`src/hdl/lmps_pkg.sv`:
```
package lmps_pkg;

  localparam int LEVELS      = 10;
  localparam int MAX_ROWS    = 16;
  localparam int MAX_COLUMNS = 8;

  // Internal widths that follow from the sizes above.
  localparam int ROW_W    = (MAX_ROWS > 1) ? $clog2(MAX_ROWS) : 1;
  localparam int COL_W    = (MAX_COLUMNS > 1) ? $clog2(MAX_COLUMNS) : 1;
  localparam int PIX_W    = $clog2(LEVELS + 1);
  localparam int WIDTH_W  = $clog2(MAX_COLUMNS + 1);
  localparam int HEIGHT_W = $clog2(MAX_ROWS + 1);

  // Port field widths.
  localparam int OP_W        = 2;
  localparam int FIELD_W     = 8;
  localparam int IN_DATA_W   = 3 * FIELD_W;
  localparam int PATTERN_W   = 8;
  localparam int ROW_NUM_W   = 4;
  localparam int LEVEL_OUT_W = 4;
  localparam int OUT_DATA_W  = PATTERN_W + ROW_NUM_W + LEVEL_OUT_W;
  localparam int CFG_IDX_W   = 1;
  localparam int CFG_DATA_W  = 5;
  localparam int AW_REG_W    = 4;
  localparam int AH_REG_W    = 5;

  // Command queue between the front and the back.
  localparam int QDEPTH = 4;
  localparam int QPTR_W = $clog2(QDEPTH);
  localparam int QCNT_W = $clog2(QDEPTH + 1);

  // Operation codes.
  localparam logic [OP_W-1:0] OP_SET_PIXEL = 2'd0;
  localparam logic [OP_W-1:0] OP_SCAN_TICK = 2'd1;
  localparam logic [OP_W-1:0] OP_RESTART   = 2'd2;

  // Configuration register indexes.
  localparam logic [CFG_IDX_W-1:0] REG_ACTIVE_WIDTH  = 1'b0;
  localparam logic [CFG_IDX_W-1:0] REG_ACTIVE_HEIGHT = 1'b1;

  // One queued command: a pixel write, or a scan tick whose value is the threshold level.
  typedef struct packed {
    logic             is_tick;
    logic [ROW_W-1:0] row;
    logic [COL_W-1:0] col;
    logic [PIX_W-1:0] value;
    logic             last;
  } cmd_t;

endpackage

```
`src/hdl/lmps_front.sv`:
```
module lmps_front
  import lmps_pkg::*;
(
  input  logic                  clk,
  input  logic                  rst,
  input  logic                  s_tvalid,
  output logic                  s_tready,
  input  logic [IN_DATA_W-1:0]  s_tdata,
  input  logic [OP_W-1:0]       s_tuser,
  input  logic                  cfg_we,
  input  logic [CFG_IDX_W-1:0]  cfg_index,
  input  logic [CFG_DATA_W-1:0] cfg_data,
  output logic                  cmd_valid,
  output cmd_t                  cmd,
  input  logic                  cmd_ready,
  output logic [WIDTH_W-1:0]    eff_width
);

  logic [AW_REG_W-1:0] active_width;
  logic [AH_REG_W-1:0] active_height;
  logic [ROW_W-1:0]    scan_row;
  logic [PIX_W-1:0]    scan_level;

  logic [HEIGHT_W-1:0] eff_height;
  logic [ROW_W-1:0]    cur_row;
  logic [HEIGHT_W-1:0] row_inc;
  logic                row_wrap;
  logic                frame_last;
  logic [FIELD_W-1:0]  column;
  logic [FIELD_W-1:0]  row_select;
  logic [FIELD_W-1:0]  level_value;
  logic                set_ok;
  logic [PIX_W-1:0]    clamped;
  logic                accept;

  assign column      = s_tdata[FIELD_W-1:0];
  assign row_select  = s_tdata[2*FIELD_W-1:FIELD_W];
  assign level_value = s_tdata[3*FIELD_W-1:2*FIELD_W];

  assign s_tready = cmd_ready;
  assign accept   = s_tvalid && s_tready;

  always_comb begin
    if (active_width == '0) begin
      eff_width = WIDTH_W'(1);
    end else if (int'(active_width) > MAX_COLUMNS) begin
      eff_width = WIDTH_W'(MAX_COLUMNS);
    end else begin
      eff_width = WIDTH_W'(active_width);
    end
    if (active_height == '0) begin
      eff_height = HEIGHT_W'(1);
    end else if (int'(active_height) > MAX_ROWS) begin
      eff_height = HEIGHT_W'(MAX_ROWS);
    end else begin
      eff_height = HEIGHT_W'(active_height);
    end
  end

  // A lowered height can leave the scan beyond the last row; it then restarts at row zero.
  assign cur_row    = (HEIGHT_W'(scan_row) >= eff_height) ? '0 : scan_row;
  assign row_inc    = HEIGHT_W'(cur_row) + HEIGHT_W'(1);
  assign row_wrap   = row_inc >= eff_height;
  assign frame_last = (HEIGHT_W'(cur_row) == eff_height - HEIGHT_W'(1)) &&
                      (scan_level == PIX_W'(LEVELS));

  assign set_ok  = (int'(column) < int'(eff_width)) && (int'(row_select) < int'(eff_height));
  assign clamped = (int'(level_value) > LEVELS) ? PIX_W'(LEVELS) : level_value[PIX_W-1:0];

  always_comb begin
    cmd_valid = 1'b0;
    cmd       = '0;
    case (s_tuser)
      OP_SET_PIXEL: begin
        cmd_valid   = accept && set_ok;
        cmd.is_tick = 1'b0;
        cmd.row     = row_select[ROW_W-1:0];
        cmd.col     = column[COL_W-1:0];
        cmd.value   = clamped;
      end
      OP_SCAN_TICK: begin
        cmd_valid   = accept;
        cmd.is_tick = 1'b1;
        cmd.row     = cur_row;
        cmd.value   = scan_level;
        cmd.last    = frame_last;
      end
      default: begin
        cmd_valid = 1'b0;
      end
    endcase
  end

  always_ff @(posedge clk) begin
    if (rst) begin
      active_width  <= AW_REG_W'(8);
      active_height <= AH_REG_W'(8);
    end else if (cfg_we) begin
      case (cfg_index)
        REG_ACTIVE_WIDTH:  active_width  <= cfg_data[AW_REG_W-1:0];
        REG_ACTIVE_HEIGHT: active_height <= cfg_data[AH_REG_W-1:0];
        default: ;
      endcase
    end
  end

  always_ff @(posedge clk) begin
    if (rst) begin
      scan_row   <= '0;
      scan_level <= PIX_W'(1);
    end else if (accept) begin
      case (s_tuser)
        OP_SCAN_TICK: begin
          if (row_wrap) begin
            scan_row   <= '0;
            scan_level <= (scan_level >= PIX_W'(LEVELS)) ? PIX_W'(1)
                                                          : scan_level + PIX_W'(1);
          end else begin
            scan_row <= row_inc[ROW_W-1:0];
          end
        end
        OP_RESTART: begin
          scan_row   <= '0;
          scan_level <= PIX_W'(1);
        end
        default: ;
      endcase
    end
  end

endmodule

```
`src/hdl/lmps_queue.sv`:
```
module lmps_queue
  import lmps_pkg::*;
(
  input  logic clk,
  input  logic rst,
  input  logic in_valid,
  output logic in_ready,
  input  cmd_t in_data,
  output logic out_valid,
  input  logic out_ready,
  output cmd_t out_data
);

  cmd_t              entries [QDEPTH];
  logic [QPTR_W-1:0] wr_ptr;
  logic [QPTR_W-1:0] rd_ptr;
  logic [QCNT_W-1:0] count;
  logic              push;
  logic              pop;

  assign in_ready  = count != QCNT_W'(QDEPTH);
  assign out_valid = count != '0;
  assign out_data  = entries[rd_ptr];
  assign push      = in_valid && in_ready;
  assign pop       = out_valid && out_ready;

  always_ff @(posedge clk) begin
    if (push) begin
      entries[wr_ptr] <= in_data;
    end
  end

  always_ff @(posedge clk) begin
    if (rst) begin
      wr_ptr <= '0;
      rd_ptr <= '0;
      count  <= '0;
    end else begin
      if (push) begin
        wr_ptr <= wr_ptr + QPTR_W'(1);
      end
      if (pop) begin
        rd_ptr <= rd_ptr + QPTR_W'(1);
      end
      if (push && !pop) begin
        count <= count + QCNT_W'(1);
      end else if (pop && !push) begin
        count <= count - QCNT_W'(1);
      end
    end
  end

endmodule

```
`src/hdl/lmps_back.sv`:
```
module lmps_back
  import lmps_pkg::*;
(
  input  logic                   clk,
  input  logic                   rst,
  input  logic                   cmd_valid,
  input  cmd_t                   cmd,
  output logic                   cmd_ready,
  input  logic [WIDTH_W-1:0]     eff_width,
  output logic                   out_valid,
  input  logic                   out_ready,
  output logic [OUT_DATA_W-1:0]  out_data,
  output logic                   out_last
);

  logic [MAX_COLUMNS-1:0][PIX_W-1:0] frame_store [MAX_ROWS];
  logic [MAX_ROWS-1:0]               row_valid;

  logic [MAX_COLUMNS-1:0][PIX_W-1:0] rd_row;
  logic [MAX_COLUMNS-1:0][PIX_W-1:0] wr_row;
  logic [PATTERN_W-1:0]              pattern;
  logic                              out_free;
  logic                              take;

  logic [PATTERN_W-1:0]   out_pattern;
  logic [ROW_NUM_W-1:0]   out_row;
  logic [LEVEL_OUT_W-1:0] out_level;

  // A row never written since reset reads as dark.
  assign rd_row = row_valid[cmd.row] ? frame_store[cmd.row] : '0;

  always_comb begin
    wr_row          = rd_row;
    wr_row[cmd.col] = cmd.value;
  end

  always_comb begin
    pattern = '0;
    for (int j = 0; j < MAX_COLUMNS; j++) begin
      pattern[j] = (j < int'(eff_width)) && (rd_row[j] >= cmd.value);
    end
  end

  assign out_free  = !out_valid || out_ready;
  assign cmd_ready = !cmd.is_tick || out_free;
  assign take      = cmd_valid && cmd_ready;

  always_ff @(posedge clk) begin
    if (take && !cmd.is_tick) begin
      frame_store[cmd.row] <= wr_row;
    end
  end

  always_ff @(posedge clk) begin
    if (rst) begin
      row_valid <= '0;
    end else if (take && !cmd.is_tick) begin
      row_valid[cmd.row] <= 1'b1;
    end
  end

  always_ff @(posedge clk) begin
    if (rst) begin
      out_valid <= 1'b0;
    end else if (out_free) begin
      out_valid <= cmd_valid && cmd.is_tick;
    end
  end

  always_ff @(posedge clk) begin
    if (take && cmd.is_tick) begin
      out_pattern <= pattern;
      out_row     <= ROW_NUM_W'(cmd.row);
      out_level   <= LEVEL_OUT_W'(cmd.value);
      out_last    <= cmd.last;
    end
  end

  assign out_data = {out_level, out_row, out_pattern};

endmodule

```
`src/hdl/led_matrix_pwm_scanner.sv`:
```
// Multiplexed LED matrix scanner with brightness PWM.
// The input stream carries commands: tuser holds the operation (set pixel, scan tick or
// restart), tdata holds column, row and brightness. A set pixel stores a brightness,
// clamped to the top level, unless it falls outside the active width or height.
// Each scan tick yields one output transfer: the lit pattern of the current row at
// the current PWM threshold, with row number and threshold; tlast marks the last row
// of the last level, which closes a frame. Restart returns the scan to row 0, level 1.
// The plain write port sets the active width and height; write it only while idle.
// The front classifies commands and keeps the scan position, a four-entry queue
// follows, and the back holds the frame store and the output register.
// Path: with an empty queue and a free output register, an accepted tick passes through
// the queue and then the output register, in that order, before its result appears.
// Throughput: one command per cycle while the output is not stalled, limited by the single
// frame store row access made per cycle in the back.
// Reset clears every pixel to dark, puts the scan at row 0, level 1, and sets width
// and height to 8. When the receiver stalls, the pending result holds; further
// commands queue up to four deep, after which s_tready falls.
module led_matrix_pwm_scanner
  import lmps_pkg::*;
(
  input  logic                  clk,
  input  logic                  rst,
  input  logic                  s_tvalid,
  output logic                  s_tready,
  input  logic [IN_DATA_W-1:0]  s_tdata,   // column [7:0], row_select [15:8], level_value [23:16]
  input  logic [OP_W-1:0]       s_tuser,   // operation [1:0]
  output logic                  m_tvalid,
  input  logic                  m_tready,
  output logic [OUT_DATA_W-1:0] m_tdata,   // row_pattern [7:0], row_number [11:8], pwm_level [15:12]
  output logic                  m_tlast,
  input  logic                  cfg_we,
  input  logic [CFG_IDX_W-1:0]  cfg_index,
  input  logic [CFG_DATA_W-1:0] cfg_data
);

  logic               push_valid;
  logic               push_ready;
  cmd_t               push_cmd;
  logic               pop_valid;
  logic               pop_ready;
  cmd_t               pop_cmd;
  logic [WIDTH_W-1:0] eff_width;

  // Front: accepts commands, applies bounds and clamping, steps the scan position.
  lmps_front u_front (
    .clk       (clk),
    .rst       (rst),
    .s_tvalid  (s_tvalid),
    .s_tready  (s_tready),
    .s_tdata   (s_tdata),
    .s_tuser   (s_tuser),
    .cfg_we    (cfg_we),
    .cfg_index (cfg_index),
    .cfg_data  (cfg_data),
    .cmd_valid (push_valid),
    .cmd       (push_cmd),
    .cmd_ready (push_ready),
    .eff_width (eff_width)
  );

  // Queue: keeps pixel writes and ticks in order so reads see earlier writes.
  lmps_queue u_queue (
    .clk       (clk),
    .rst       (rst),
    .in_valid  (push_valid),
    .in_ready  (push_ready),
    .in_data   (push_cmd),
    .out_valid (pop_valid),
    .out_ready (pop_ready),
    .out_data  (pop_cmd)
  );

  // Back: frame store writes, row reads with threshold compares, output register.
  lmps_back u_back (
    .clk       (clk),
    .rst       (rst),
    .cmd_valid (pop_valid),
    .cmd       (pop_cmd),
    .cmd_ready (pop_ready),
    .eff_width (eff_width),
    .out_valid (m_tvalid),
    .out_ready (m_tready),
    .out_data  (m_tdata),
    .out_last  (m_tlast)
  );

endmodule

```
`config.mk`:
```
export PLATFORM = sky130hd
export DESIGN_NAME = led_matrix_pwm_scanner
export DESIGN_NICKNAME = d
export VERILOG_FILES = /design/src/hdl/lmps_pkg.sv /design/src/hdl/lmps_front.sv /design/src/hdl/lmps_queue.sv /design/src/hdl/lmps_back.sv /design/src/hdl/led_matrix_pwm_scanner.sv
export SDC_FILE = /design/constraint.sdc
export NUM_CORES = 1
export LEC_CHECK = 0
export BUFFER_PORTS_ARGS = -buffer_cell sky130_fd_sc_hd__buf_2
export CORE_AREA = 2 2 276 278
export CTS_BUF_LIST = sky130_fd_sc_hd__clkbuf_2 sky130_fd_sc_hd__clkbuf_4 sky130_fd_sc_hd__clkbuf_8
export DETAILED_ROUTE_END_ITERATION = 16
export DIE_AREA = 0 0 278 280
export REMOVE_ABC_BUFFERS = 1
export SLEW_MARGIN = 0
export SYNTH_ARGS = -nofsm -noshare
export SYNTH_HDL_FRONTEND = slang
export SYNTH_SLANG_ARGS = --single-unit
```
`constraint.sdc`:
```
create_clock -name clk -period 4.45 [get_ports clk]
set_clock_uncertainty 0.1 [all_clocks]
set_input_delay 0 -clock clk [delete_from_list [all_inputs] [get_ports clk]]
set_output_delay 0 -clock clk [all_outputs]
set_load 0.05 [all_outputs]
```
## Word level (Yosys, flattened, before mapping)

Memories as Yosys holds them, arrays and structs flattened. A register that Yosys moved wholly into a read port is not among the register bits.
Cells that the tools add are included.

- Divide/modulo/power cells: 0
- Reduce and logical (&&, ||, !) cells: 37
- Shift-type cells: 0
- Bitwise gates (word level): 2
- Multiplexer cells: 32
- $lt $le $gt $ge: 28
- $add $sub $neg: 7
- Multipliers: 0
- Equal/unequal tests: 6

Operator list:

| operator | count |
|---|---|
| 32-bit bitwise mux | 1 |
| 4-bit >= comparator | 8 |
| 32-bit 2-to-1 mux | 1 |
| 4-bit 2-to-1 mux | 8 |
| 4-bit one-hot mux with 2 select lines | 3 |
| 1-bit logical AND | 21 |
| 3-bit by 4-bit less-than comparator with 1-bit output, first input constant | 4 |
| 16-bit bitwise OR | 1 |
| 4-bit demux with 3-bit select | 1 |
| 5-bit 2-to-1 mux | 2 |
| 5-bit one-hot mux with 2 select lines | 1 |
| 3-bit 2-to-1 mux | 3 |
| 8-bit by 4-bit > comparator with 1-bit output, second input constant | 1 |
| 1-bit by 4-bit less-than comparator with 1-bit output, first input constant | 2 |
| 2-bit by 4-bit less-than comparator with 1-bit output, first input constant | 2 |
| 8-bit by 4-bit less-than comparator with 1-bit output | 1 |
| 8-bit by 5-bit less-than comparator with 1-bit output | 1 |
| 1-bit 2-to-1 mux | 7 |
| 2-bit AND reduction | 3 |
| 4-bit by 1-bit adder with 5-bit output, second input constant | 1 |
| 4-bit by 5-bit equality test with 1-bit output | 1 |
| 4-bit by 5-bit >= comparator with 1-bit output | 1 |
| 5-bit >= comparator | 1 |
| 5-bit > comparator, second input constant | 1 |
| other kinds (29) | 36 |

- Bits in latches: 0
- Bits of input ports: 37
- Memory bits (read-only): 0
- Output and inout bits: 19
- Logic and storage cells: 127
- Memories: 2
- Bits in writable memories: 564
- Register bits: 58

Memories:

| name | depth | bits a word | rd ports | clocked after Yosys merged registers in | write ports | line | source |
|---|---|---|---|---|---|---|---|
| u_back.frame_store | 16 | 32 | 1 | 0 | 1 | lmps_back.sv:16 | `logic [MAX_COLUMNS-1:0][PIX_W-1:0] frame_store [MAX_ROWS];` |
| u_queue.entries | 4 | 13 | 1 | 1 | 1 | lmps_queue.sv:14 | `cmd_t entries [QDEPTH];` |

## Depth between registers and ports, before layout

Gate-level depths: netlist (run 1).

- Depth after elaboration: 12
- Depth in mapped cells: 20
- Gate-level depth less buffers: 19

## Modules after synthesis

Synthesis (run 1) repeated with hierarchy kept, for this count alone.

- Cells, all modules: 1348
- Area, all modules: 25612.1 µm²

By module, submodules not included:

| module | times used | cells each | area an instance (µm²) | sequential area each (µm²) |
|---|---|---|---|---|
| lmps_back | 1 | 1024 | 21633.2 | 16225.6 |
| lmps_queue | 1 | 115 | 2362.3 | 1741.7 |
| lmps_front | 1 | 209 | 1616.6 | 340.3 |

## Least setup slack after synthesis (run 1)

OpenSTA, ideal clock, no wires.

- Kind: reg2reg
- Start point: reg u_front.active_height[1]
- End point: reg u_front.scan_row[3]
- Cell stages (with the launch flop): 20
- Data arrival time: 4.090 ns
- Clock period less this slack: 4.256 ns
- Library setup time: 0.066 ns
- Path buffers: 1
- Path slack: 0.194 ns
- Path through: dfxtp_1 > nor3_1 > nor2_1 > nor2_1 > ha_1 > nand2b_1 > a21o_1 > a21o_1 > a21oi_1 > or2_2 > clkbuf_1 > and2_1 > ha_1 > ha_1 > a21o_1 > a21o_1 > a21o_1 > a2111oi_0 > a32oi_1 > nor2_1

- Word-level cells in the longest chain between the ends: 9
- Elaborated cells between the ends (all ways): 10
- Classes of those cells: 1 x add/sub; 3 x order compare; 5 x mux; 1 x reduce/logical

Ends and longest elaborated chain:

| what | line | source |
|---|---|---|
| start, declared | lmps_front.sv:20 | `logic [AH_REG_W-1:0] active_height;` |
| start signal, assigned | lmps_front.sv:101 | `REG_ACTIVE_HEIGHT: active_height <= cfg_data[AH_REG_W-1:0];` |
| 5-bit > comparator | lmps_front.sv:53 | `end else if (int'(active_height) > MAX_ROWS) begin` |
| 5-bit 2-to-1 mux | lmps_front.sv:53 |  |
| 5-bit 2-to-1 mux (*) | lmps_front.sv:51 | `if (active_height == '0) begin` |
| 4-bit by 5-bit >= comparator with 1-bit output | lmps_front.sv:61 | `assign cur_row = (HEIGHT_W'(scan_row) >= eff_height) ? '0 : scan_row;` |
| 4-bit 2-to-1 mux | lmps_front.sv:61 |  |
| 4-bit by 1-bit adder with 5-bit output | lmps_front.sv:62 | `assign row_inc = HEIGHT_W'(cur_row) + HEIGHT_W'(1);` |
| 5-bit >= comparator | lmps_front.sv:63 | `assign row_wrap = row_inc >= eff_height;` |
| 4-bit 2-to-1 mux (*) | lmps_front.sv:114 | `if (row_wrap) begin` |
| 4-bit one-hot mux with 2 select lines (*) | lmps_front.sv:112 | `case (s_tuser)` |
| end signal, assigned | lmps_front.sv:119 | `scan_row <= row_inc[ROW_W-1:0];` |
| end, declared | lmps_front.sv:21 | `logic [ROW_W-1:0] scan_row;` |

Every way passes the cells marked *; elsewhere a longest branch is shown, timed or not.
A chain may end at the register's enable or synchronous reset.

## Worst setup path after layout (run 1)

- Start point: reg u_front.active_height[2]
- End point: reg u_front.scan_row[3]

Same word-level chain as after synthesis.

==> results of run 1 <==
layer usage:
layer,vias up,track usage
met2,603,0.2774
met4,0,0.04851
met3,105,0.03681
met5,-,0
li1,7047,-
met1,7949,0.2332
worst max path at each step:
stage,endpoint,depth (start not counted)
2_1_floorplan,u_back.out_pattern[7],13
3_3_place_gp,u_front.scan_row[3],19
3_5_place_dp,u_front.scan_row[3],19
4_1_cts,u_queue.count[2],14
5_1_grt,u_front.scan_row[3],19
6_report,u_front.scan_row[3],19
cell usage in the layout, fill, tap and decap left out, types with 29 or more instances in the layout:
cell	instances
nand2_1	153
buf_4	71
edfxtp_1	581
mux2_2	29
clkbuf_4	42
a21oi_1	54
nor2_1	51
nand3_1	32
o22ai_1	96
ha_1	60
mux2i_1	220
clkbuf_8	112
o21ai_0	59
dfxtp_1	43
buf_2	55
dlygate4sd3_1	48
area by class of cell:
type,instances,share of cell area
Clock buffer,154,0.06100
Sequential cell,624,0.6015
Inverter,23,0.003248
Clock inverter,36,0.005673
Multi-Input combinational cell,975,0.2388
Tap cell,978,0.04020
Timing Repair Buffer,185,0.04958
report_power, final:
| group | leakage [nW] | internal (mW) | switching, mW | total, mW |
|---|---|---|---|---|
| Clock | 1.09 | 2.66 | 2.24 | 4.91 |
| Combinational | 4.17 | 2.15 | 4.55 | 6.70 |
| Sequential | 5.71 | 8.01 | 0.202 | 8.21 |
worst reg2reg max path: stages, from the launching register on:
cell	delay [ns]
dfxtp_1	0.34
nor3_1	0.23
nor2_1	0.07
nor2_1	0.19
ha_1	0.27
nand2b_1	0.14
a21o_1	0.17
a21o_1	0.18
a21oi_2	0.20
or2_2	0.21
and2_1	0.14
ha_1	0.24
ha_1	0.28
a21o_1	0.16
a21o_1	0.17
a21o_1	0.19
a2111oi_0	0.47
buf_4	0.21
a32oi_1	0.09
nor2_1	0.09
through the flow:
step / area (sq um) / TNS [ns] / setup WS (ns) / util / power [mW]
final: 30440 / 0 / 0.2241 / 0.4048 / 19.82
after global routing: 30440 / 0 / 0.005520 / 0.4048 / 20.73
after CTS: 30430 / 0 / 0.1250 / 0.4047 / 19.89
after detailed placement: 27920 / 0 / 0.2024 / 0.3713 / 14.93
after global placement: 27920 / 0 / 0.2219 / 0.3713 / 14.77
after floorplan: 25520 / -1156.69 / -2.271 / - / 12.42
cells by family after synthesis:
| kind of cell | Yosys count |
|---|---|
| buf+inv | 118 |
| mux | 261 |
| xor+xnor | 10 |
| flops | 624 |
| fa+ha+maj | 61 |
| simple gates | 342 |
| compound gates | 301 |
flip-flops by register name (all words and copies together), names as in the netlist, 4 cells and up, named ones only:
| name | cells |
|---|---|
| u_back.frame_store | 512 |
| u_queue.entries | 52 |
| u_back.row_valid | 16 |
| u_back.out_pattern | 8 |
| u_front.active_height | 5 |
| u_back.out_level | 4 |
| u_back.out_row | 4 |
| u_front.active_width | 4 |
| u_front.scan_level | 4 |
| u_front.scan_row | 4 |
repair_timing:
| action | 4_1_cts | 5_1_grt |
|---|---|---|
| endpoints found under the setup margin | 0 | 5 |
| hold buffers | 48 | 0 |
| hold endpoints to repair | 85 | 0 |
| gates resized for setup | 0 | 2 |
==> out/qor.yml, run 1 <==
wl_met2_um: 31300
synthAdderAreaFrac: 0.02963
firstDrtPassIters: 5
arrival_ns: 4.73
reg2reg_depth: 19
core_area_sq_mm: 0.07519
min_from: "cfg_data[3]"
status: "complete, no violations"
grt_pass1_wl_um: 100400
avgSynthCellArea_sq_um: 15.15
yosys.area_share.simple: 0.06103
netlist_area_sq_mm: 0.02601
dieArea_sq_mm: 0.07784
timing.fmax_mhz: 236.6
powerDensity_mw_per_mm2: 651.1
finalCritPeriodShare: 0.9496
cap_violations: 0
crit_path_max_fanout: 7
postCtsSetupRepairBufs: 0
topRoutingLayerUsed: "met4"
initial_core_util: 0.3460
crit_top_cell: "a21o_1"
grtUsageTotal: 0.1715
synth_top_cell_by_area: "edfxtp_1"
routedWlPerCell_um: 22.60
cts_tree: "yes"
vias: 15704
hold_ws_ns: 0.08962
synth_top_family_by_area: "multiplexers"
finalNonFillerCells: 2975
finalSetupViolCount: 0
crit_buf_inv: 1
critPathSlowestCell: "a2111oi_0"
ios: 56
cts_root_buf: "clkbuf_8"
start_kind: "register"
r2r_slack_ns: 0.22
ys_ff_latch: 624
grt_pass1_vias: 15945
synth_xor_area_frac: 0.003367
via_per_inst: 5.279
path_cells: "nor3_1 -> nor2_1 -> nor2_1 -> ha_1 -> nand2b_1 -> a21o_1 -> a21o_1 -> a21oi_2 -> or2_2 -> and2_1 -> ha_1 -> ha_1 -> a21o_1 -> a21o_1 -> a21o_1 -> a2111oi_0 -> buf_4 -> a32oi_1 -> nor2_1"
min_period_ns: 4.226
startpoint: "u_front.active_height[2]"
reg2reg_to: "u_front.scan_row[3]"
drt_iter0_drc: 1261
synth_async_sr_flop_share: 0
required_ns: 4.96
yosys_warnings: 0
path_class: "register to register"
wl_met3_um: 4962
num_rows: 101
ant_nets: 0
fill_cells: 6775
finalHoldViolCount: 0
yosys-top-cells-count: "edfxtp_1, mux2i_1, nand2_1"
slowest_delay_ns: 0.47
antenna_cells: 0
seqCellArea_sq_mm: 0.01831
place_congestion: 0.8228
drt-total-wl_um: 67240
max_slew_margin: 0.1274
die_h_um: 280
nNetsFinal: 2010
dpl.hpwl_um: 39570
dp.cells: 2737
timing.rr.start: "u_front.active_height[2]"
end_kind: "register"
crit_family: "compound AO/OA/AOI/OAI gates"
min_to: "u_front.active_height[3]"
synth-seq-area-share: 0.7037
slew_viol_final: 0
ir_drop_mv: 0.3214
synth-main-ff-cell: "edfxtp_1"
path_clk_slew_ns: 0.05
grt_max_degree: 61
cts_buffers: 103
p_leak_nw: 10.97
clkLatencyLatePin_ns: 0.69
die_width_um: 278
synthDistinctLibCells: 62
multiInputGateArea_sq_mm: 0.007268
tightest_slew_ns: 1.273
area_delta_synth_final_pct: 17.00
min_path_type: "input pin to register"
clock_sinks: 624
cts_buffer_depth: 3
yosysTopAreaCellShare: 0.6706
synthTopCellsByArea: "edfxtp_1, mux2i_1, dfxtp_1"
wirelength_met1_um: 29610
synthMuxAreaShare: 0.1071
synth.most_common_cell: "edfxtp_1"
synth_edf_count: 581
antenna_found_initial: 1
h-tree-depth: 3
synth_compound_area_frac: 0.07272
netlist_instances: 1717
grt_overflow_total: 0
rsz0062_at_grt: "no"
port_buffers: 55
drive_above_1_share: 0.1923
drc: 0
worstHoldPathCells: 4
Note: power is estimated with default switching activity, not from simulation.
==> run 2, diff against run 1 <==
==> constraint.sdc (replaced) <==
create_clock -name clk -period 4.45 [get_ports clk]
set_clock_uncertainty 0.1 [all_clocks]
set_input_delay 0.445 -clock clk [delete_from_list [all_inputs] [get_ports clk]]
set_output_delay 0.445 -clock clk [all_outputs]
set_load 0.05 [all_outputs]
==> out/qor.yml, run 2 (synthesized netlist as in run 1, its figures left out) <==
max_slew_margin: 0.1368  # +0.009408
final_common_cell: "edfxtp_1"
clkLatencyLatePin_ns: 0.69  # about the same
antenna_found_initial: 1  # unchanged
post-place-ws_ns: 0.2364  # +0.03402 ns
grt_max_degree: 61  # unchanged
grt_pass1_wl_um: 97880  # -2.5%
path_cells: "nor3_1 -> nor2_1 -> nor2_1 -> ha_1 -> nand2b_1 -> a21o_1 -> a21o_1 -> a21oi_2 -> or2_2 -> and2_1 -> ha_1 -> ha_1 -> a21o_1 -> a21o_1 -> a21o_1 -> a2111oi_1 -> buf_4 -> a32oi_1 -> nor2_1"
final_cell_mix: "edfxtp_1, mux2i_1, nand2_1"
dieArea_sq_mm: 0.07784  # unchanged
area_delta_synth_final_pct: 14.95
grt_overflow_total: 0  # unchanged
crit_family: "compound AO/OA/AOI/OAI gates"
cap_violations: 0  # unchanged
p_leak_nw: 10.70  # -2.5%
start_kind: "register"
drt_iter0_drc: 1323  # +4.9%
end_kind: "register"
grtUsageTotal: 0.1685  # -0.002990
die_width_um: 278  # unchanged
critPathSlowestCell: "a2111oi_1"
top_regs: "u_back.frame_store x512, u_queue.entries x52, u_back.row_valid x16"
cts_tree: "yes"
finalHoldViolCount: 0  # unchanged
slowest_delay_ns: 0.40  # -0.07 ns
required_ns: 4.96  # about the same
powerDensity_mw_per_mm2: 652.4  # +0.19%
finalCritPeriodShare: 0.9380  # -0.01162
drive_above_1_share: 0.1845  # -0.007807
nNetsFinal: 1966  # -2.2%
port_buffers: 55  # unchanged
cts_root_buf: "clkbuf_8"
cts_buffer_depth: 3  # unchanged
ant_nets: 0  # unchanged
ir_drop_mv: 0.3725  # +16%
power_mw: 19.51  # -1.6%
via_per_inst: 5.263  # -0.29%
drc: 0  # unchanged
drt-total-wl_um: 66210  # -1.5%
rsz0062_at_grt: "no"
h-tree-depth: 3  # unchanged
min_path_type: "input pin to register"
setup_ws_ns: 0.2758  # +0.05169 ns
dpl.hpwl_um: 39390  # -0.47%
top_register: "u_back.frame_store"
grt_pass1_vias: 15574  # -2.3%
core_area_sq_mm: 0.07519  # unchanged
crit_buf_inv: 1  # unchanged
num_rows: 101  # unchanged
path_class: "register to register"
cts_buffers: 101  # -1.9%
routedWlPerCell_um: 22.64  # +0.19%
place_congestion: 0.8415  # +2.3%
crit_path_max_fanout: 7  # unchanged
antenna_cells: 0  # unchanged
path_clk_slew_ns: 0.07  # +0.02 ns
timing.fmax_mhz: 239.6  # +1.2%
vias: 15390  # -2.0%
firstDrtPassIters: 5  # unchanged
tightest_slew_ns: 1.259  # -0.01372 ns
die_h_um: 280  # unchanged
crit_top_cell: "a21o_1"
min_period_ns: 4.174  # -0.05169 ns
slew_viol_final: 0  # unchanged
finalSetupViolCount: 0  # unchanged
clock_sinks: 624  # unchanged
postCtsSetupRepairBufs: 0  # unchanged
initial_core_util: 0.3460  # unchanged
largest_register_ffs: 512  # unchanged
status: "complete, no violations"
arrival_ns: 4.69  # -0.04 ns
ios: 56  # unchanged
==> run 2: worst paths after layout <==
check | start | endpoint | slack [ns] | depth (start not counted)
setup reg to reg | u_front.active_height[2] | u_front.scan_row[3] | 0.28 | 19
setup / recovery | u_front.active_height[2] | u_front.scan_row[3] | 0.28 | 19
hold reg to reg | u_back.row_valid[7] | u_back.row_valid[7] | 0.36 | 1
hold / removal | s_tdata[11] | u_queue.entries[2][11] | 0.11 | 2
==> run 2: what timing repair did <==
| item | in CTS | in global routing |
|---|---|---|
| gates resized for setup | 0 | 2 |
| hold buffers | 10 | 0 |
| endpoints found under the hold margin | 10 | 0 |
| endpoints found under the setup margin | 0 | 4 |
==> run 2: report_power, final <==
part	switching (mW)	leakage, nW	total, mW	internal (mW)
Combinational	4.53	3.99	6.65	2.12
Clock	2.21	0.997	4.65	2.44
Sequential	0.203	5.71	8.21	8.01
Total	6.93	10.7	19.5	12.6
==> run 2: cell type report <==
type,count,area (sq um)
well taps,978,1224
repair buffers,143,1124
clock buffers,137,1679
fillers,6873,45290
clock inverters,44,202.7
multi-input cells,975,7269
flip-flops and latches,624,18310
inverters,23,98.84
==> run 2: per-layer routing <==
| metal | track usage | up-vias | routed length, um |
|---|---|---|---|
| li1 | - | 6946 | - |
| met1 | 0.2256 | 7801 | 28980 |
| met2 | 0.2752 | 531 | 31490 |
| met3 | 0.03631 | 110 | 4273 |
| met4 | 0.05073 | 2 | 1455 |
| met5 | 0 | - | 10 |
==> run 2: metrics by stage <==
stage                     instance area [sq um]  utilization  hold slack [ns]  setup TNS [ns]  std cells
after detailed placement                  27910       0.3712           0.3474               0       2733
after floorplan                           25520            -           0.3346        -1156.69       1622
after CTS                                 29900       0.3976          0.04659               0       2924
final                                     29900       0.3977           0.1101               0       2924
after global placement                    27910       0.3712           0.3428               0       2733
after global routing                      29900       0.3977          0.08845               0       2924
